### config.mk
export PLATFORM = sky130hd
export DESIGN_NAME = fnuv_divider
export DESIGN_NICKNAME = d
export VERILOG_FILES = /design/src/design/fnuv_pkg.sv /design/src/design/fnuv_divider.sv
export SDC_FILE = /design/constraint.sdc
export NUM_CORES = 1
export LEC_CHECK = 0
export ABC_AREA = 1
export BUFFER_PORTS_ARGS = -buffer_cell sky130_fd_sc_hd__buf_4
export CORE_MARGIN = 4
export CORE_UTILIZATION = 46
export CTS_CLUSTER_SIZE = 40
export DETAILED_ROUTE_END_ITERATION = 12
export GPL_ROUTABILITY_DRIVEN = 0
export PLACE_DENSITY = 0.75
export SLEW_MARGIN = 25
export SYNTH_ARGS = -nofsm -noshare
export SYNTH_HDL_FRONTEND = slang
export SYNTH_SLANG_ARGS = --single-unit
### constraint.sdc
create_clock -name clk -period 9.6 [get_ports clk]
set_input_delay 1.44 -clock clk [delete_from_list [all_inputs] [get_ports clk]]
set_output_delay 1.44 -clock clk [all_outputs]
set_load 0.01 [all_outputs]
### src/design/fnuv_pkg.sv
// fnuv_pkg: shared types and constants for the face normal / uv vertex emitter
// no dependencies

package fnuv_pkg;

  typedef enum logic [3:0] {
    ST_CAPTURE,
    ST_DIFF,
    ST_CROSS,
    ST_NORMALIZE,
    ST_EMIT_VTX,
    ST_EMIT_IDX
  } fsm_t;

  localparam logic REC_VERTEX = 1'b0;
  localparam logic REC_INDEX  = 1'b1;
  localparam int   MAG_BITS   = 30;
  localparam int   IDX_BITS   = 31;

  typedef struct packed {
    logic start;
    logic busy;
    logic done;
  } unit_ctl_t;

endpackage

### src/design/fnuv_divider.sv
// fnuv_divider: shared restoring divider, one quotient bit per cycle
// depends on fnuv_pkg (unit_ctl_t)

module fnuv_divider #(
  parameter int N_BITS = 48,
  parameter int D_BITS = 32
) (
  input  logic                 clk,
  input  logic                 rst,
  input  logic                 start,
  input  logic [N_BITS-1:0]    numer,
  input  logic [D_BITS-1:0]    denom,
  output fnuv_pkg::unit_ctl_t  ctl,
  output logic [N_BITS-1:0]    quot
);

  localparam int CB = $clog2(N_BITS + 1);

  logic [D_BITS:0]     rem;
  logic [D_BITS-1:0]   den;
  logic [CB-1:0]       cnt;
  logic                busy;
  logic                done;
  logic [D_BITS+1:0]   rem_sh;

  assign rem_sh = {rem, quot[N_BITS-1]};

  always_ff @(posedge clk) begin
    if (rst) begin
      busy <= 1'b0;
      done <= 1'b0;
      cnt  <= '0;
    end else begin
      done <= 1'b0;
      if (start) begin
        busy <= 1'b1;
        cnt  <= CB'(N_BITS);
        rem  <= '0;
        den  <= denom;
        quot <= numer;
      end else if (busy) begin
        // quotient bits shift in where numerator bits leave
        if (rem_sh >= {2'b00, den}) begin
          rem  <= (D_BITS+1)'(rem_sh - {2'b00, den});
          quot <= {quot[N_BITS-2:0], 1'b1};
        end else begin
          rem  <= (D_BITS+1)'(rem_sh);
          quot <= {quot[N_BITS-2:0], 1'b0};
        end
        cnt <= cnt - 1'b1;
        if (cnt == CB'(1)) begin
          busy <= 1'b0;
          done <= 1'b1;
        end
      end
    end
  end

  assign ctl.start = start;
  assign ctl.busy  = busy;
  assign ctl.done  = done;

endmodule

==> impl_metrics.env, run 1 <==
export IMPL_hpwl_um=13600
export IMPL_mostFrequentLayoutCell="nand2_1"
export IMPL_start_util_pct=47.5
export IMPL_crit_chain="buf_4 > buf_4"
export IMPL_grt_max_degree=82
export IMPL_leakagePower_uw=0.00488
export IMPL_worstMarginPinSlew_ns=0.803
export IMPL_postCtsHoldBufs=0
export IMPL_outcome="finished clean"
export IMPL_crit_family="buffers and inverters"
export IMPL_postPlaceCellArea_um2=8810
export IMPL_syn_area_um2=7660
export IMPL_clk_pin_slew_ns=0.06
export IMPL_coreArea_um2=16100
export IMPL_path_max_fanout=53
export IMPL_cts_setup_buffers=0
export IMPL_cpMostUsedCell="buf_4"
export IMPL_syn_to_final_growth_pct=23.3
export IMPL_setup_viol=0
export IMPL_synth_cell_type_count=32
export IMPL_detail_route_iter0_violations=487
export IMPL_dieArea_um2=18800
export IMPL_ys_ff_latch=121
export IMPL_cts_tree="yes"
export IMPL_pwr_share_comb_pct=28.2
export IMPL_maxCapViolCount=0
export IMPL_finClkSkew_ns=0.0110
export IMPL_first_pass_iters=5
export IMPL_syn_inst=1031
export IMPL_synth_top_area_cell="edfxtp_1"
export IMPL_synth_warnings=0
export IMPL_path_class="in -> out"
export IMPL_relSlewSlack_pct=46.5
export IMPL_ant_nets=0
export IMPL_cts_max_path_buffers=2
export IMPL_grt_pass1_vias=6402
export IMPL_power_density_nw_per_um2=197
export IMPL_die_y_um=137
export IMPL_wirelength_um=18900
export IMPL_cp_slowest_cell="buf_4"
export IMPL_pwr_share_seq_pct=36.5
export IMPL_switching_power_uw=606
export IMPL_cts_sinks=121
export IMPL_dr_total_vias=6704
export IMPL_ys_seq_area_share_pct=46.4
export IMPL_io_buffers=133
export IMPL_synth_area_top_cells="edfxtp_1, nand2_1, inv_1"
export IMPL_drive_above_1_share_pct=17.1
export IMPL_drv_slew=0
export IMPL_final_cell_area_um2=9440
export IMPL_cts_resized=0
export IMPL_antenna_found_initial=0
export IMPL_final_setup_tns_ns=0
export IMPL_row_count=46
export IMPL_numCtsBuffers=17
export IMPL_start_kind="primary input"
export IMPL_wl_per_cell_um=13.6
export IMPL_switching_share_pct=32.5
export IMPL_grt_ovfl_total=0
export IMPL_grtUsageTotal_pct=21.0
export IMPL_final_cell_mix="nand2_1, inv_1, buf_4"
export IMPL_drc=0
export IMPL_hold_viol_final=0
export IMPL_antenna_cells=0
export IMPL_fmax_mhz=282
export IMPL_rsz0062_at_grt="no"
export IMPL_synth_nets=1149
export IMPL_period_share_pct=36.9
export IMPL_finalNetCount=1279
export IMPL_internal_power_uw=1260
export IMPL_htree_levels=4
export IMPL_clk_insertion_delay_late_ns=0.43
export IMPL_root_buffer="clkbuf_16"
export IMPL_min_path_type="reg -> reg"
export IMPL_path_buf_inv=2
export IMPL_die_w_um=137
export IMPL_arrival_ns=2.10
export IMPL_peakVddDrop_mv=0.139
export IMPL_p_clk_share_pct=35.2
export IMPL_grt_pass1_wl_um=30500
export IMPL_io_pins=134
export IMPL_endpoint_kind="output port"
export IMPL_required_ns=8.16
export IMPL_synth_avg_cell_area_um2=7.43
export IMPL_synth_top_area_share_pct=44.3
export IMPL_period_minus_slack_ns=3.54
export IMPL_viasPerCell=4.82
export IMPL_critical_path_max_stage_delay_ns=0.42
## power by group through the flow
| stage | combinational, µW | clock [µW] | sequential, µW |
|---|---|---|---|
| floorplan | 372 | 0 | 696 |
| global placement | 508 | 0 | 690 |
| detailed placement | 518 | 0 | 689 |
| CTS | 522 | 668 | 681 |
| global route | 599 | 691 | 686 |
| finish | 526 | 657 | 680 |
## per-layer routing
| metal | GRT usage (%) | wire, µm |
|---|---|---|
| met4 | 6.98 | 390 |
| met1 | 27.1 | 8080 |
| met5 | 0 | 0 |
| met2 | 32.5 | 8550 |
| met3 | 7.87 | 1880 |
## sequential cells by signal, summed over array words and instances, names as in the netlist
| name | cells |
|---|---|
| cnt | 6 |
| rem | 33 |
| done | 1 |
| den | 32 |
| quot | 48 |
| busy | 1 |
## cell families (layout without fill, tap and decap cells)
group,Yosys count,after routing,synth area share (%)
adders and majority gates,35,35,5.82
and+or+nand+nor,643,643,34.0
DFF,121,121,46.4
buffers and inverters,185,328,9.83
AOI/OAI and AO/OA,31,31,2.12
xor gates and xnor gates,16,16,1.83
## per-stage QoR
step,worst slack (ns),hold slack [ns],instances,power [µW],util (%)
floorplan,1.35,0.475,1031,1070,-
global placement,6.06,0.491,1357,1200,54.7
finish,6.06,0.508,1390,1860,58.6
global route,6.02,0.551,1390,1980,58.6
detailed placement,6.05,0.497,1357,1210,54.7
CTS,6.05,0.508,1389,1870,58.4
## synthesized netlist by cell type
master / n
nand3_1: 19
buf_6: 4
nor2_4: 1
a31oi_1: 1
nand3b_1: 12
o22ai_1: 1
buf_8: 1
fa_1: 1
nand2_1: 468
dfxtp_1: 8
or2_2: 2
nor3_1: 7
nor3b_1: 2
nand3_2: 2
ha_1: 34
o21ai_0: 4
inv_1: 155
buf_2: 2
clkbuf_1: 15
nor2_2: 16
xnor2_1: 16
nand4_1: 5
nand2_2: 5
nor2_1: 98
a211oi_1: 1
o21bai_1: 1
o21ai_1: 1
a21oi_1: 22
buf_4: 4
and2_1: 6
edfxtp_1: 113
inv_2: 4
## final cells by class
cell class | instances | area, µm²
Tap cell | 216 | 270
Fill cell | 1498 | 6670
Timing Repair Buffer | 137 | 1050
Clock inverter | 14 | 171
Multi-Input combinational cell | 725 | 3370
Clock buffer | 18 | 429
Inverter | 159 | 597
Sequential cell | 121 | 3550
## worst min-delay path: cells and delay by family, from the launching register on
kind,cells,cell delay [ns]
flip-flops,1,0.32
AO/OA/AOI/OAI,1,0.07
AND/OR/NAND/NOR,1,0.07
## worst paths after layout
path / depth (start not counted) / slack, ns / end / startpoint
worst max-delay path: 2 / 6.06 / ctl[2] / start
worst min-delay path: 2 / 0.51 / cnt[4] / cnt[4]
worst max register to register: 11 / 6.71 / rem[11] / rem[25]
worst min register to register: 2 / 0.51 / cnt[4] / cnt[4]
(Power assumes the default switching activity.)
==> inputs of run 2 (changes only) <==
Clock period 9.6 ns to 3.4 ns, I/O delays scaled along.
==> run 2 against run 1 <==
Against the previous run: sequential cell count stayed put; global-route usage is 0.35 points higher; clock power grew to 2.8 times the previous value; clock-buffer cell count is 4 higher; combinational power grew to 2.8 times the previous value; cell area is 0.41% higher; via count hardly changed; critical endpoint is now rem[24]; critical path type is now reg -> reg; die area stayed put; routed wire length is 0.35% higher; register-to-register slack worse by 6.2 ns.
==> impl_metrics.env, run 2 (synthesis results as in run 1) <==
export IMPL_outcome="finished clean"
export IMPL_finClkSkew_ns=0.0115
export IMPL_path_buf_inv=3
export IMPL_htree_levels=4
export IMPL_worstReg2RegStart="quot[47]"
export IMPL_grtUsageTotal_pct=21.3
export IMPL_power_density_nw_per_um2=554
export IMPL_dr_total_vias=6703
export IMPL_min_from="denom[3]"
export IMPL_viasPerCell=4.81
export IMPL_cts_tree="yes"
export IMPL_final_cell_mix="nand2_1, inv_1, buf_4"
export IMPL_internal_power_uw=3540
export IMPL_peakVddDrop_mv=0.392
export IMPL_grt_max_degree=82
export IMPL_path_max_fanout=25
export IMPL_rsz0062_at_grt="no"
export IMPL_start_kind="flop"
export IMPL_detail_route_iter0_violations=424
export IMPL_required_ns=3.57
export IMPL_die_y_um=137
export IMPL_wirelength_um=19000
export IMPL_syn_to_final_growth_pct=23.8
export IMPL_ant_nets=0
export IMPL_cpMostUsedCell="nand2_2"
export IMPL_cp_slowest_cell="fa_1"
export IMPL_hold_depth=1
export IMPL_die_w_um=137
export IMPL_crit_family="simple AND/OR/NAND/NOR gates"
export IMPL_path_class="reg -> reg"
export IMPL_worstMarginPinSlew_ns=0.535
export IMPL_postCtsHoldBufs=0
export IMPL_largest_reg_flops=48
export IMPL_dieArea_um2=18800
export IMPL_clk_insertion_delay_late_ns=0.43
export IMPL_mostFrequentLayoutCell="nand2_1"
export IMPL_pwr_share_seq_pct=36.6
export IMPL_finalNetCount=1282
export IMPL_drv_slew=0
export IMPL_start_util_pct=47.5
export IMPL_endpoint_kind="flop"
export IMPL_min_path_type="in -> reg"
export IMPL_drc=0
export IMPL_antenna_cells=0
export IMPL_cp_depth=13
export IMPL_total_power_uw=5260
export IMPL_cts_setup_buffers=0
export IMPL_p_clk_share_pct=35.1
export IMPL_top_register="quot"
export IMPL_fmax_mhz=350
export IMPL_pwr_share_comb_pct=28.3
export IMPL_grt_pass1_vias=6516
export IMPL_crit_start="quot[47]"
export IMPL_io_buffers=133
export IMPL_switching_share_pct=32.6
export IMPL_cts_resized=0
export IMPL_leakagePower_uw=0.00491
export IMPL_antenna_found_initial=0
export IMPL_setup_viol=0
export IMPL_numCtsBuffers=17
export IMPL_period_minus_slack_ns=2.86
export IMPL_crit_chain="inv_1 > ha_1 > inv_1 > fa_1 > nand3_1 > nand3_2 > nand2_2 > nand2_2 > nand2_2 > nand3_2 > buf_4 > nor2_1 > nor2_1"
export IMPL_coreArea_um2=16100
export IMPL_switching_power_uw=1710
export IMPL_first_pass_iters=7
export IMPL_hold_viol_final=0
export IMPL_r2r_cells=13
export IMPL_root_buffer="clkbuf_16"
export IMPL_clk_pin_slew_ns=0.06
export IMPL_wl_per_cell_um=13.6
export IMPL_hpwl_um=13900
export IMPL_relSlewSlack_pct=64.2
export IMPL_critical_path_max_stage_delay_ns=0.46
export IMPL_io_pins=134
export IMPL_grt_ovfl_total=0
export IMPL_arrival_ns=3.03
export IMPL_final_setup_tns_ns=0
export IMPL_largestRegisters="quot: 48 flops, rem: 33 flops, den: 32 flops"
export IMPL_grt_pass1_wl_um=31300
export IMPL_cts_sinks=121
export IMPL_period_share_pct=84.0
export IMPL_drive_above_1_share_pct=17.3
export IMPL_maxCapViolCount=0
export IMPL_row_count=46
export IMPL_cts_max_path_buffers=2
[run 2: worst paths after layout]
kind	endpoint	slack, ns
hold / removal	den[3]	0.26
setup reg to reg	rem[24]	0.54
setup / recovery	rem[24]	0.54
hold reg to reg	cnt[1]	0.51
[run 2: power by group through the flow]
stage               combinational [µW]  clock [µW]  sequential [µW]
floorplan                         1050           0             1950
global placement                  1450           0             1950
detailed placement                1470           0             1950
CTS                               1480        1880             1920
global route                      1700        1950             1940
finish                            1490        1840             1920
[run 2: routing by layer]
layer | global-route usage, % | part of all wire, % | vias to the layer above | wire, µm
li1 | - | - | 3442 | -
met1 | 26.4 | 42 | 2979 | 8050
met2 | 34.4 | 46 | 247 | 8660
met3 | 7.39 | 9.7 | 35 | 1850
met4 | 7.93 | 2.2 | 0 | 410
met5 | 0 | 0 | - | 0
[run 2: cell type report]
type                       count  area (µm²)
fill                        1522        6630
sequential                   121        3550
multi-input combinational    725        3370
timing repair buffer         140        1080
inverter                     159         597
clock buffer                  22         507
tap                          216         270
clock inverter                10         101
[run 2: worst reg2reg max path, delay by kind of cell, from the launching register on]
family                     cells  cell delay [ns]
DFF                            1             0.44
and+or+nand+nor                8             1.07
adders and majority gates      2             0.60
buffers and inverters          3             0.53
[run 2: through the flow]
step                cells  hold slack [ns]  area (µm²)  setup WS (ns)  util, %
finish               1393            0.258        9480          0.545     58.8
global route         1393            0.245        9480          0.328     58.8
CTS                  1392            0.237        9460          0.527     58.7
detailed placement   1360            0.503        8850          0.532     54.9
global placement     1360            0.497        8850          0.620     54.9
floorplan            1031            0.475        7670          0.380        -
==> inputs of run 3 (changes only) <==
Clock period 3.4 ns to 2.8 ns, I/O delays scaled along.
==> run 3 against run 2 <==
Against the previous run: clock power rose by 15%; worst setup slack got worse by 0.18 ns; largest power group unchanged; global-route usage rose by 0.42 points; register-to-register slack got worse by 0.18 ns; critical path depth rose by 3; sequential power rose by 21%; power rose by 19%; sequential share of layout area rose by 0.13 points; routed wire length rose by 2.4%; fmax rose by 17%; final cell count did not move.
==> impl_metrics.env, run 3 (synthesis results as in run 1) <==
export IMPL_cts_sinks=121
export IMPL_p_clk_share_pct=33.7
export IMPL_crit_family="simple AND/OR/NAND/NOR gates"
export IMPL_cts_resized=0
export IMPL_endpoint_kind="flop"
export IMPL_finClkSkew_ns=0.00975
export IMPL_dp_cells=1362
export IMPL_syn_to_final_growth_pct=23.4
export IMPL_hold_depth=1
export IMPL_layoutNonFillerInstCount=1393
export IMPL_ant_nets=0
export IMPL_cts_setup_buffers=0
export IMPL_htree_levels=4
export IMPL_numCtsBuffers=17
export IMPL_rsz0062_at_grt="no"
export IMPL_dieArea_um2=18800
export IMPL_pwr_share_seq_pct=37.1
export IMPL_top_layer="met4"
export IMPL_grt_pass1_vias=6506
export IMPL_wl_met1_um=8110
export IMPL_top_register="quot"
export IMPL_die_y_um=137
export IMPL_dr_wl_met2_um=8660
export IMPL_internal_power_uw=4220
export IMPL_switching_share_pct=32.7
export IMPL_largestRegisters="quot: 48 flops, rem: 33 flops, den: 32 flops"
export IMPL_n_fill_cell=1508
export IMPL_grt_max_degree=82
export IMPL_hold_ws_ns=0.176
export IMPL_r2r_cells=16
export IMPL_coreArea_um2=16100
export IMPL_grt_ovfl_total=0
export IMPL_drv_slew=0
export IMPL_start_kind="flop"
export IMPL_leakagePower_uw=0.00488
export IMPL_largest_reg_flops=48
export IMPL_maxCapViolCount=0
export IMPL_drc=0
export IMPL_cts_tree="yes"
export IMPL_peakVddDrop_mv=0.470
export IMPL_finalNetCount=1283
export IMPL_period_share_pct=87.1
export IMPL_die_w_um=137
export IMPL_row_count=46
export IMPL_path_buf_inv=2
export IMPL_detail_route_iter0_violations=489
export IMPL_antenna_cells=0
export IMPL_path_class="reg -> reg"
export IMPL_wl_per_cell_um=13.9
export IMPL_hold_viol_final=0
export IMPL_drive_above_1_share_pct=17.1
export IMPL_mostFrequentLayoutCell="nand2_1"
export IMPL_first_pass_iters=5
export IMPL_dr_total_vias=6725
export IMPL_critical_path_max_stage_delay_ns=0.45
export IMPL_wirelength_um=19400
export IMPL_cp_slowest_cell="fa_1"
export IMPL_fmax_mhz=410
export IMPL_root_buffer="clkbuf_16"
export IMPL_final_setup_tns_ns=0
export IMPL_required_ns=2.95
export IMPL_grtUsageTotal_pct=21.7
export IMPL_relSlewSlack_pct=64.0
export IMPL_final_cell_mix="nand2_1, inv_1, buf_4"
export IMPL_clk_pin_slew_ns=0.06
export IMPL_power_density_nw_per_um2=664
export IMPL_postCtsHoldBufs=0
export IMPL_arrival_ns=2.59
export IMPL_switching_power_uw=2050
export IMPL_cp_depth=16
export IMPL_path_max_fanout=4
export IMPL_outcome="finished clean"
export IMPL_io_pins=134
export IMPL_grt_pass1_wl_um=31600
export IMPL_crit_chain="inv_1 > ha_1 > inv_1 > fa_1 > nand3_1 > nand3_1 > nand2_1 > nand2_1 > nand3_1 > nand2_1 > nand2_1 > nand2_1 > nand2_1 > nand2_1 > nand2_1 > nor2_1"
export IMPL_start_util_pct=47.5
export IMPL_viasPerCell=4.83
export IMPL_setup_viol=0
export IMPL_cpMostUsedCell="nand2_1"
export IMPL_min_path_type="in -> reg"
export IMPL_antenna_found_initial=0
export IMPL_worstMarginPinSlew_ns=0.540
export IMPL_clk_insertion_delay_late_ns=0.42
export IMPL_period_minus_slack_ns=2.44
export IMPL_dr_wl_met3_um=2120
export IMPL_hpwl_um=14200
export IMPL_pwr_share_comb_pct=29.2
export IMPL_cts_max_path_buffers=2
export IMPL_io_buffers=133
[run 3: cell count changes in the layout (fill, tap and decap cells not counted)]
cell        change
buf_16          -1
clkinvlp_4      +4
buf_12          +2
clkbuf_16       -2
inv_4           -3
bufinv_16       +1
inv_6           -3
clkbuf_8        -2
clkinv_1        +2
clkinv_2        +1
clkbuf_1        +1
[run 3: layout make-up]
type	instances	area [µm²]	area share, %
Sequential cell	121	3550	37.6
Tap cell	216	270	2.86
Multi-Input combinational cell	725	3370	35.7
Clock buffer	19	433	4.58
Inverter	159	597	6.32
Clock inverter	12	129	1.36
Timing Repair Buffer	141	1100	11.6
[run 3: power groups by stage]
| stage | clock network [µW] | logic (µW) | registers [µW] |
|---|---|---|---|
| 2_1_floorplan | 0 | 1280 | 2370 |
| 3_3_place_gp | 0 | 1780 | 2360 |
| 3_5_place_dp | 0 | 1810 | 2360 |
| 4_1_cts | 2160 | 1820 | 2330 |
| 5_1_grt | 2230 | 2070 | 2350 |
| 6_report | 2120 | 1830 | 2330 |
[run 3: through the flow]
stage | util, % | power [µW] | cell area [µm²] | worst slack [ns]
floorplan | - | 3640 | 7670 | 0.111
global placement | 55.1 | 4140 | 8890 | 0.424
detailed placement | 55.1 | 4170 | 8890 | 0.366
CTS | 58.6 | 6310 | 9450 | 0.352
global route | 58.6 | 6650 | 9450 | 0.108
finish | 58.6 | 6280 | 9450 | 0.361
[run 3: final timing paths]
path                                start      end  slack [ns]
worst min register to register     cnt[1]   cnt[1]        0.51
worst max-delay path             quot[47]  rem[32]        0.36
worst max register to register   quot[47]  rem[32]        0.36
worst min-delay path            denom[13]  den[13]        0.18
[run 3: metal layers]
metal | GRT usage, % | up-vias
li1 | - | 3442
met1 | 27.5 | 2957
met2 | 33.8 | 290
met3 | 7.98 | 36
met4 | 8.65 | 0
met5 | 0 | -
