--- src/design/fnuv_pkg.sv ---
// fnuv_pkg: shared types and constants for the face normal / uv vertex emitter
// no dependencies

package fnuv_pkg;

  typedef enum logic [3:0] {
    ST_CAPTURE,
    ST_DIFF,
    ST_CROSS,
    ST_NORMALIZE,
    ST_EMIT_VTX,
    ST_EMIT_IDX
  } fsm_t;

  localparam logic REC_VERTEX = 1'b0;
  localparam logic REC_INDEX  = 1'b1;
  localparam int   MAG_BITS   = 30;
  localparam int   IDX_BITS   = 31;

  typedef struct packed {
    logic start;
    logic busy;
    logic done;
  } unit_ctl_t;

endpackage

--- src/design/fnuv_isqrt.sv ---
// fnuv_isqrt: bit-serial integer square root, one result bit per cycle
// depends on fnuv_pkg (unit_ctl_t)

module fnuv_isqrt #(
  parameter int IN_BITS = 64
) (
  input  logic                    clk,
  input  logic                    rst,
  input  logic                    start,
  input  logic [IN_BITS-1:0]      radicand,
  output fnuv_pkg::unit_ctl_t     ctl,
  output logic [IN_BITS/2-1:0]    root
);

  localparam int RB = IN_BITS / 2;
  localparam int CB = $clog2(RB + 1);

  logic [IN_BITS-1:0] rem;
  logic [IN_BITS-1:0] rad;
  logic [CB-1:0]      cnt;
  logic               busy;
  logic               done;
  logic [IN_BITS+1:0] trial;
  logic [IN_BITS+1:0] rem_sh;

  // restoring digit step: bring down two bits, try 4r+1
  always_comb begin
    rem_sh = {rem, rad[IN_BITS-1 -: 2]};
    trial  = {{(IN_BITS - RB){1'b0}}, root, 2'b01};
  end

  always_ff @(posedge clk) begin
    if (rst) begin
      busy <= 1'b0;
      done <= 1'b0;
      cnt  <= '0;
    end else begin
      done <= 1'b0;
      if (start) begin
        busy <= 1'b1;
        cnt  <= CB'(RB);
        rem  <= '0;
        rad  <= radicand;
        root <= '0;
      end else if (busy) begin
        rad <= {rad[IN_BITS-3:0], 2'b00};
        if (rem_sh >= trial) begin
          rem  <= IN_BITS'(rem_sh - trial);
          root <= {root[RB-2:0], 1'b1};
        end else begin
          rem  <= IN_BITS'(rem_sh);
          root <= {root[RB-2:0], 1'b0};
        end
        cnt <= cnt - 1'b1;
        if (cnt == CB'(1)) begin
          busy <= 1'b0;
          done <= 1'b1;
        end
      end
    end
  end

  assign ctl.start = start;
  assign ctl.busy  = busy;
  assign ctl.done  = done;

endmodule

--- config.mk ---
export PLATFORM = sky130hd
export DESIGN_NAME = fnuv_isqrt
export DESIGN_NICKNAME = d
export VERILOG_FILES = /design/src/design/fnuv_pkg.sv /design/src/design/fnuv_isqrt.sv
export SDC_FILE = /design/constraint.sdc
export NUM_CORES = 1
export LEC_CHECK = 0
export BUFFER_PORTS_ARGS = -buffer_cell sky130_fd_sc_hd__clkbuf_2
export CELL_PAD_IN_SITES_DETAIL_PLACEMENT = 2
export CELL_PAD_IN_SITES_GLOBAL_PLACEMENT = 2
export CORE_MARGIN = 2
export CORE_UTILIZATION = 43
export CTS_BUF_LIST = sky130_fd_sc_hd__clkbuf_16
export DETAILED_ROUTE_END_ITERATION = 10
export PLACE_DENSITY_LB_ADDON = 0.1
export SLEW_MARGIN = 20
export SYNTH_ARGS = -nofsm -noshare
export SYNTH_HDL_FRONTEND = slang
export SYNTH_SLANG_ARGS = --single-unit
--- constraint.sdc ---
create_clock -name clk -period 25 [get_ports clk]
set_input_delay 3.75 -clock clk [delete_from_list [all_inputs] [get_ports clk]]
set_output_delay 3.75 -clock clk [all_outputs]
set_load 0.02 [all_outputs]
==> summary.txt, run 1 <==
Status
  • Status: finished, final reports clean

Placement
  • Placed inst area: 0.01038 mm^2
  • DP Wirelength: ~20 mm
  • Routability congestion estimate: about 0.83
  • Port bufs: about 100

STA
  • TNS Setup: 0 ns
  • Final setup viols: 0
  • Fin crit share: 33.74%
  • F_max: 0.1186 GHz
  • Worst Skew: around 0.015 ns
  • Slew at the pin with the worst max-slew slack: approximately 0.95 ns
  • Minimum clock period: roughly 8.4 ns
  • Worst slew margin: 36.75%
  • Fin. max-slew vios: 0
  • Fin. Hold Viols: 0
  • Unrepaired setup endpoints after global routing: false

Setup path
  • Crit Path Class: primary input to primary output
  • Slowest CP cell: buf_6
  • Crit Path Max Fanout: between 100 and 150
  • Crit path largest cell delay: 0.62 ns
  • CP bufs+invs: 2
  • Crit end category: primary output
  • Data required, critical path: between 20 and 25 ns
  • R2r startpoint: root[0]
  • CP top delay family: buffers and inverters
  • Startpoint Class: primary input
  • CP cell instances: buf_6, clkbuf_2
  • Crit path launch: start
  • WP data arrival: 4.68 ns

Global routing
  • Initial antenna violation count: 0
  • Largest net degree at the start of global routing: roughly 100
  • Total grt overflow: 0
  • Vias in the first global route: a little over 8000
  • Overall routing resource usage: roughly a quarter
  • First-pass GRT wire length: about 45 mm

Cells and area
  • Share of layout cells above drive strength 1: between 20% and 30%
  • Design area: roughly 0.011 mm^2
  • Most frequent cells in the layout: edfxtp_1 (160), clkbuf_2 (100), nor2_1 (94)
  • Antenna cells: 0
  • Nets: 1072
  • Area Growth Syn to Fin: 12.12%
  • Commonest non-fill, non-tap cell in the layout: edfxtp_1
  • Filler cell count: around 2300

Yosys
  • Syn Area/Cell: 10.94 um^2
  • Top_reg_cell synth: edfxtp_1
  • Synthesized area: just under 0.01 mm^2
  • Post-synth EDFFs: between 150 and 200
  • Synth cell types: around 80
  • Mapped Cells: roughly 900
  • Post-Syn Nets: 999
  • YS warnings: 0
  • Seq/Total Area, Yosys: between 50% and 60%
  • Async SR Flop Fraction: 0%
  • Synth Register Bits: 168

Floorplanning
  • Initial Util: 43.55%
  • Core area: ~0.023 mm^2
  • Top-Level Pins: 102
  • Die ar.: 0.02401 mm^2
  • Cell Rows: 55
  • Chip height: approximately 150 um
  • Die Span X: roughly 150 um

CTS
  • CTS clock-pin slew for the worst setup and hold paths: 0.08 ns
  • Total CTS buffers: 17
  • Clock Latency Late Sink: around 0.45 ns
  • H-tree levels: 4
  • Number of clock sinks: ~170
  • Worst-case clock buffer depth: 2
  • CTS tree: yes
  • Postcts setup bufs: 0
  • Post-CTS Hold Buffers: 0
  • Post-cts sizing count: 0
  • CTS Root Cell: clkbuf_16

Route
  • Detailed router's first-iteration violation count: roughly 400
  • DR WL/cell: ~22 um
  • Detailed Route WL: around 28 mm
  • Vias: approximately 7300
  • Routed Antenna Nets: 0
  • Drt via density: between 5 and 6
  • DR pass1 iterations: 4
  • DRC viols: 0

Worst hold path
  • Hold Startpoint: cnt[0]
  • Worst hold path class: register to register

Power
  • Power per Cell Area: just over 70 mW/mm^2
  • VDD IR max: ~0.047 mV
  • Lkg Pwr: 0.004201 uW
  • Final total power: 784.2 uW

Run
  • Max cap viols: 0
==> sequential cells by signal, summed over array words and instances, names as in the netlist <==
register	cells
rad	64
rem	64
root	32
done	1
cnt	6
busy	1
==> synthesized netlist by cell type, types with 18 or more instances <==
cell type  number  area share (%)
xor2_1         19             1.7
nand2_1        76             2.9
mux2_2         62             7.1
nor2_1         94             3.6
nor3_1         18            0.92
a21oi_1        86             4.4
xnor2_1        24             2.1
inv_1          49             1.9
ha_1           36             4.6
edfxtp_1      160              49
o21ai_0        20             1.0
clkbuf_1       29             1.1
==> cells by family after synthesis <==
| family | synth area share (%) |
|---|---|
| flops | 50.66 |
| xor+xnor | 3.843 |
| compound gates | 13.50 |
| fa+ha+maj | 4.597 |
| buf+inv | 5.363 |
| mux | 7.584 |
| simple gates | 14.45 |
==> report_power, final <==
part	internal, uW	switching (uW)
combinational	64.0	100
clock	135	135
sequential	336	13.5
==> path summary, 6_finish.rpt <==
kind | end | slack, ns | cells past startpoint
hold / removal | cnt[0] | 0.51 | 2
hold reg to reg | cnt[0] | 0.51 | 2
setup reg to reg | rem[55] | 20.71 | 11
setup / recovery | ctl[2] | 16.57 | 2
==> through the flow <==
step	util [%]	hold slack, ns	setup WS (ns)	instances
after floorplan	-	0.4536	12.32	896
after global placement	46.12	0.4677	16.58	1235
after detailed placement	46.12	0.4997	16.53	1235
after CTS	48.82	0.5120	16.54	1267
after global routing	48.82	0.5491	16.49	1267
final	48.82	0.5050	16.57	1267
==> routing by layer <==
layer / up-vias / part of all wire [%] / global-route usage (%)
li1: 3439 / - / -
met3: 37 / 2.9 / 4.067
met1: 3691 / 43 / 29.18
met2: 128 / 53 / 43.85
met4: 0 / 1.6 / 6.878
met5: - / 0 / 0
==> cell type report <==
cell class / count / area (um^2) / share of cell area [%]
Sequential cell: 168 / 4965 / 45.19
Clock buffer: 17 / 425.4 / 3.872
Inverter: 50 / 187.7 / 1.708
Tap cell: 285 / 356.6 / 3.246
Multi-Input combinational cell: 626 / 4320 / 39.32
Clock inverter: 15 / 182.7 / 1.663
Timing Repair Buffer: 106 / 549.3 / 4.999
(Power assumes the default switching activity.)
==> run 2, diff against run 1 <==
CORE_UTILIZATION = 36   (was 43)
clock period = 7.3 ns   (was 25 ns; I/O delays follow)
==> run 2 against run 1 <==
First-iteration DRC count shrank 22%. Clock-buffer cell count is the same. Sequential power increased to 3.4 times the previous value. Worst hold slack got worse by 0.016 ns. Critical path type is now register to register. Worst setup slack worse by 13 ns. Register-to-register slack got worse by 18 ns. Routed wire length shrank 7.1%. Critical path depth up 8.
==> summary.txt, run 2 (same netlist as run 1, synthesis figures left out) <==
Route
  • WL met1: 12.32 mm (was 11.95 mm)
  • DR WL/cell: 19.63 um (was 22.02 um)
  • Drt via density: 5.327 (was 5.758)
  • Detailed router's first-iteration violation count: 313 (was 399)
  • DR top layer: met5 (was met4)
  • Detailed Route WL: 25.92 mm (was 27.90 mm)
  • DR pass1 iterations: 5 (was 4)
  • Routed Antenna Nets: 0 (unchanged)
  • DRC viols: 0 (unchanged)
  • Vias: 7031 (was 7295)
  • Routed wl met2: 12.53 mm (was 14.71 mm)
  • Routed wl met3: 898 um (was 803 um)

STA
  • Worst Skew: 0.01882 ns (was 0.01533 ns)
  • Fin crit share: around 57%
  • Fin. Hold Viols: 0 (unchanged)
  • TNS Setup: 0 ns (unchanged)
  • Fin. max-slew vios: 0 (unchanged)
  • Slew at the pin with the worst max-slew slack: 1.056 ns (was 0.9455 ns)
  • Minimum clock period: 4.173 ns
  • Worst slew margin: 29.61% (was 36.75%)
  • Final setup viols: 0 (unchanged)
  • Unrepaired setup endpoints after global routing: false (unchanged)
  • F_max: between 0.2 and 0.25 GHz

Cells and area
  • Design area: 0.01108 mm^2 (was 0.01099 mm^2)
  • Antenna cells: 0 (unchanged)
  • Filler cell count: 2877 (was 2284)
  • Area Growth Syn to Fin: 13.04% (was 12.12%)
  • Nets: 1069 (was 1072)
  • Commonest non-fill, non-tap cell in the layout: edfxtp_1 (unchanged)
  • Area occupied by multi-input gates: 0.004329 mm^2 (was 0.004320 mm^2)
  • Storage cell area: 0.004965 mm^2 (unchanged)
  • Share of layout cells above drive strength 1: 23.19% (was 23.42%)
  • Most frequent cells in the layout: edfxtp_1 (160), clkbuf_2 (100), nor2_1 (94) (unchanged)
  • Regs by FF count: rad (64), rem (64), root (32) (unchanged)

Setup path
  • R2r startpoint: rem[17] (was root[0])
  • Startpoint Class: register (was primary input)
  • Crit path largest cell delay: 0.72 ns (was 0.62 ns)
  • Worst reg2reg path endpoint: rem[39] (was rem[55])
  • CP cell instances: ha_1, nand4_1, nor4_1, nand4bb_1, o211ai_1, nor2b_2, nand2_2, nand2_1, nor4_1, mux2_1 (was buf_6, clkbuf_2)
  • Crit end category: register (was primary output)
  • Crit Path Class: register to register (was primary input to primary output)
  • Reg2Reg Depth: 10 (was 11)
  • Slowest CP cell: nand2_2 (was buf_6)
  • Most used cell, CP: nor4_1
  • Data required, critical path: 7.48 ns (was 21.25 ns)
  • Crit Path Max Fanout: 43 (was 103)
  • CP top delay family: simple AND/OR/NAND/NOR gates (was buffers and inverters)
  • WP data arrival: 4.35 ns (was 4.68 ns)
  • Reg2reg setup slack: 3.13 ns (was 20.71 ns)
  • CP bufs+invs: 0 (was 2)
  • CP Depth: 10 (was 2)

Power
  • VDD IR max: 0.1344 mV (was 0.04723 mV)
  • Lkg Pwr: 0.004198 uW (was 0.004201 uW)
  • Power per Cell Area: 244.8 mW/mm^2 (was 71.37 mW/mm^2)

CTS
  • CTS tree: yes (unchanged)
  • Post-cts sizing count: 0 (unchanged)
  • CTS Root Cell: clkbuf_16 (unchanged)
  • Clock Latency Late Sink: 0.44 ns (was 0.45 ns)
  • CTS clock-pin slew for the worst setup and hold paths: 0.09 ns (was 0.08 ns)
  • Number of clock sinks: 168 (unchanged)
  • Total CTS buffers: 17 (unchanged)
  • H-tree levels: 4 (unchanged)
  • Post-CTS Hold Buffers: 0 (unchanged)
  • Postcts setup bufs: 0 (unchanged)
  • Worst-case clock buffer depth: 2 (unchanged)

Worst hold path
  • Hold path cells: 2 (unchanged)
  • Hold Crit Endpoint: cnt[0] (unchanged)
  • Hold Startpoint: cnt[0] (unchanged)
  • Worst hold path class: register to register (unchanged)

Global routing
  • First-pass GRT wire length: 42.15 mm (was 45.21 mm)
  • Vias in the first global route: 7676 (was 8169)
  • Total grt overflow: 0 (unchanged)
  • Initial antenna violation count: 1 (was 0)
  • Overall routing resource usage: 18.72% (was 24.03%)
  • Largest net degree at the start of global routing: 162 (was 104)

Floorplanning
  • Core area: 0.02688 mm^2 (was 0.02250 mm^2)
  • Die ar.: 0.02856 mm^2 (was 0.02401 mm^2)
  • Top-Level Pins: 102 (unchanged)
  • Cell Rows: 60 (was 55)
  • Chip height: 169.0 um (was 155.0 um)
  • Die Span X: 169.0 um (was 155.0 um)
  • Initial Util: 36.46% (was 43.55%)

Status
  • Status: finished, final reports clean (unchanged)

Placement
  • DP Wirelength: 18.07 mm (was 19.72 mm)
  • Port bufs: 101 (unchanged)
  • Routability congestion estimate: 0.7412 (was 0.8283)
  • Placed inst area: 0.01044 mm^2 (was 0.01038 mm^2)

Run
  • Max cap viols: 0 (unchanged)
==> run 2: cell types whose count changed in the layout (fill, tap and decap cells not counted), sizes merged <==
cell,delta
buf,-3
inv,+3
clkinv,-3
==> run 2: worst reg2reg max path, stage by stage (launching register included) <==
cell and delay [ns]:
edfxtp_1 0.39, ha_1 0.49, nand4_1 0.30, nor4_1 0.53
nand4bb_1 0.19, o211ai_1 0.26, nor2b_2 0.09, nand2_2 0.72
nand2_1 0.30, nor4_1 0.29, mux2_1 0.35
==> run 2: worst max-delay path by stage <==
stage	from	endpoint
2_1_floorplan	start	rad[0]
3_3_place_gp	root[17]	rem[48]
3_5_place_dp	rem[17]	rem[54]
4_1_cts	rem[17]	rem[48]
5_1_grt	root[17]	rem[39]
6_report	rem[17]	rem[39]
==> run 2: power by group <==
group	leakage, uW	switching (uW)	internal, uW
sequential	0.00162	41.5	1150
clock	0.000303	496	477
combinational	0.00228	330	218
total	0.00420	868	1840
==> run 2: cell type report <==
class / instances / share of cell area (%)
clock buffer: 17 / 3.840
clock inverter: 15 / 1.841
inverter: 50 / 1.694
multi-input combinational: 626 / 39.08
sequential: 168 / 44.82
tap: 341 / 3.852
timing repair buffer: 103 / 4.868
==> run 2: through the flow <==
stage | hold slack, ns | std cells | setup WS [ns] | utilization [%] | power, uW
floorplan | 0.4536 | 896 | 0.9075 | - | 1631
global placement | 0.4696 | 1288 | 2.811 | 38.84 | 1755
detailed placement | 0.4811 | 1288 | 2.674 | 38.84 | 1764
CTS | 0.4932 | 1320 | 2.656 | 41.18 | 2747
global route | 0.5183 | 1320 | 2.723 | 41.22 | 2846
finish | 0.4895 | 1320 | 3.127 | 41.22 | 2712
==> run 2: routing by layer <==
layer  global-route usage, %  vias up
li1                        -     3417
met1                   25.14     3505
met2                   31.27       93
met3                   4.396       14
met4                   3.307        2
met5                       0        -
==> run 3, diff against run 2 <==
ABC_AREA = 1   (was default)
CORE_UTILIZATION = 31   (was 36)
clock period = 3.4 ns   (was 7.3 ns; I/O delays follow)
==> run 3 against run 2 <==
Non-clock buffer count grew 7. Cell count grew 66%. Combinational power grew to 2.7 times the previous value. Clock power grew 100%. Total power grew 120%. Critical path depth grew 1. Sequential power grew 120%. Fmax grew 42%. Via count grew 49%. Die area grew 33%. Critical endpoint is now rem[33]. Largest cell class is now multi-input combinational cells.
==> summary.txt, run 3 <==
Status
  • Status: finished, final reports clean (unchanged)

CTS
  • Number of clock sinks: 168 (unchanged)
  • Post-cts sizing count: 0 (unchanged)
  • CTS Root Cell: clkbuf_16 (unchanged)
  • H-tree levels: 4 (unchanged)
  • Postcts setup bufs: 0 (unchanged)
  • Total CTS buffers: 17 (unchanged)
  • Clock Latency Late Sink: 0.47 ns (was 0.44 ns)
  • CTS tree: yes (unchanged)
  • CTS clock-pin slew for the worst setup and hold paths: 0.08 ns (was 0.09 ns)
  • Post-CTS Hold Buffers: 0 (unchanged)
  • Worst-case clock buffer depth: 2 (unchanged)

Yosys
  • Synthesized area: 0.01131 mm^2 (was 0.009799 mm^2)
  • Yosys top cell by area: edfxtp_1 (unchanged)
  • Post-Syn Nets: 1731 (was 999)
  • Top_reg_cell synth: edfxtp_1 (unchanged)
  • Synth Register Bits: 168 (unchanged)
  • Syn Area/Cell: 6.947 um^2 (was 10.94 um^2)
  • YS warnings: 0 (unchanged)
  • Share of the synthesized area in the top cell type: 42.48% (was 49.03%)
  • Post-synth top cells: nand2_1 (695), nor2_1 (240), inv_1 (232) (was edfxtp_1 (160), nor2_1 (94), a21oi_1 (86))
  • Top-count cell post-synth: nand2_1 (was edfxtp_1)
  • Async SR Flop Fraction: 0% (unchanged)
  • Synth cell types: 37 (was 79)
  • Seq/Total Area, Yosys: 43.90% (was 50.66%)
  • Top cells by area, synth: edfxtp_1 (42%), nand2_1 (23%), nor2_1 (8.0%), inv_1 (7.7%), ha_1 (4.0%) (was edfxtp_1 (49%), mux2_2 (7.1%), ha_1 (4.6%), a21oi_1 (4.4%), nor2_1 (3.6%))
  • Post-synth EDFFs: 160 (unchanged)
  • Mapped Cells: 1628 (was 896)

Power
  • Final total power: 6031 uW (was 2712 uW)
  • Lkg Pwr: 0.006392 uW (was 0.004198 uW)
  • VDD IR max: 0.3709 mV (was 0.1344 mV)
  • Power per Cell Area: 468.1 mW/mm^2 (was 244.8 mW/mm^2)

Route
  • Vias: 10500 (was 7031)
  • Drt via density: 4.792 (was 5.327)
  • DRC viols: 0 (unchanged)
  • Detailed Route WL: 40.23 mm (was 25.92 mm)
  • DR WL/cell: 18.36 um (was 19.63 um)
  • DR pass1 iterations: 5 (unchanged)
  • Detailed router's first-iteration violation count: 449 (was 313)
  • Routed Antenna Nets: 0 (unchanged)

Setup path
  • Crit Path Max Fanout: 45 (was 43)
  • Crit path launch: root[23] (was rem[17])
  • Data required, critical path: 3.62 ns (was 7.48 ns)
  • Startpoint Class: register (unchanged)
  • R2r startpoint: root[23] (was rem[17])
  • Crit end category: register (unchanged)
  • WP data arrival: 3.16 ns (was 4.35 ns)
  • Crit Path Class: register to register (unchanged)

Cells and area
  • Area Growth Syn to Fin: 13.91% (was 13.04%)
  • Filler cell count: 4365 (was 2877)
  • Commonest non-fill, non-tap cell in the layout: nand2_1 (was edfxtp_1)
  • Antenna cells: 0 (unchanged)
  • Design area: 0.01288 mm^2 (was 0.01108 mm^2)
  • Area occupied by multi-input gates: 0.005261 mm^2 (was 0.004329 mm^2)
  • Most frequent cells in the layout: nand2_1 (695), nor2_1 (240), inv_1 (233) (was edfxtp_1 (160), clkbuf_2 (100), nor2_1 (94))
  • Regs by FF count: rad (64), rem (64), root (32) (unchanged)
  • Share of layout cells above drive strength 1: 9.653% (was 23.19%)
  • Storage cell area: 0.004966 mm^2 (was 0.004965 mm^2)
  • Final Instance Count excl. Fillers: 2191 (was 1320)
  • Nets: 1821 (was 1069)
  • Final core utilization: 36.04% (was 41.22%)

Floorplanning
  • Initial Util: 31.64% (was 36.46%)
  • Die ar.: 0.03803 mm^2 (was 0.02856 mm^2)
  • Die Span X: 195.0 um (was 169.0 um)
  • Cell Rows: 69 (was 60)
  • Top-Level Pins: 102 (unchanged)
  • Core area: 0.03574 mm^2 (was 0.02688 mm^2)
  • Chip height: 195.0 um (was 169.0 um)

STA
  • Unrepaired setup endpoints after global routing: false (unchanged)
  • Fin. Hold Viols: 0 (unchanged)
  • Minimum clock period: 2.940 ns (was 4.173 ns)
  • Final setup viols: 0 (unchanged)
  • Worst slew margin: 42.11% (was 29.61%)
  • F_max: 0.3401 GHz (was 0.2397 GHz)
  • Worst hold slack: 0.2611 ns (was 0.4895 ns)
  • Slew at the pin with the worst max-slew slack: 0.8683 ns (was 1.056 ns)
  • Fin crit share: 86.47% (was 57.16%)
  • Fin. max-slew vios: 0 (unchanged)
  • Worst Skew: 0.01568 ns (was 0.01882 ns)

Placement
  • Routability congestion estimate: 0.9038 (was 0.7412)
  • Placed Instances: 2160 (was 1288)
  • DP Wirelength: 31.56 mm (was 18.07 mm)
  • Port bufs: 101 (unchanged)
  • Placed inst area: 0.01233 mm^2 (was 0.01044 mm^2)

Global routing
  • Vias in the first global route: 11555 (was 7676)
  • First-pass GRT wire length: 64.56 mm (was 42.15 mm)
  • Initial antenna violation count: 0 (was 1)
  • Overall routing resource usage: 22.07% (was 18.72%)
  • Total grt overflow: 0 (unchanged)
  • Largest net degree at the start of global routing: 100 (was 162)

Worst hold path
  • Hold Startpoint: rst (was cnt[0])
  • Worst hold path class: primary input to register (was register to register)

Run
  • Max cap viols: 0 (unchanged)
[run 3: changes by cell type after synthesis, sizes merged, moves of 41 or more]
cell   delta
a21oi    -54
nor2    +154
nand2   +619
nand3    +41
inv     +191
mux2     -66
[run 3: per-stage QoR]
step                setup TNS [ns]  setup slack [ns]
floorplan                   -33.73           -0.2102
global placement                 0            0.5781
detailed placement               0            0.5093
CTS                              0            0.4822
global route                     0            0.2074
finish                           0            0.4601
[run 3: logic make-up (layout without fill, tap and decap cells)]
group,count (synthesis),in the layout,synth area share [%]
xor+xnor,31,31,2.401
buf+inv,280,382,9.680
simple gates,1053,1053,37.08
flops,168,168,43.90
compound gates,60,60,2.954
fa+ha+maj,36,36,3.983
[run 3: metal layers]
layer  part of all wire, %  track usage, %
met5                     0               0
met1                    48           29.42
met3                   3.4           3.817
met2                    47           36.69
met4                   2.0           6.559
[run 3: cell type report]
type,instances,share of cell area [%]
Multi-Input combinational cell,1180,40.84
Sequential cell,168,38.55
Inverter,241,7.119
Timing Repair Buffer,110,4.759
Tap cell,461,4.477
Clock buffer,17,3.302
Clock inverter,14,0.9518
[run 3: power breakdown]
| group | switching (uW) | total [uW] | internal [uW] |
|---|---|---|---|
| sequential | 101 | 2570 | 2470 |
| combinational | 1040 | 1500 | 465 |
| clock | 947 | 1960 | 1010 |
[run 3: path summary, 6_finish.rpt]
| kind | endpoint | slack, ns | cells after the start |
|---|---|---|---|
| setup reg to reg | rem[33] | 0.46 | 11 |
| hold reg to reg | cnt[5] | 0.48 | 2 |
| setup / recovery | rem[33] | 0.46 | 11 |
| hold / removal | cnt[5] | 0.26 | 2 |
[run 3: worst max-delay path, cell delays in order, from the launching register on]
cell,delay (ns)
edfxtp_1,0.39
inv_1,0.11
ha_1,0.29
a21oi_1,0.42
nand2_1,0.20
o21ai_1,0.33
nand2_1,0.16
inv_2,0.11
nand3_4,0.14
buf_12,0.22
o21ai_0,0.22
nor2_1,0.06
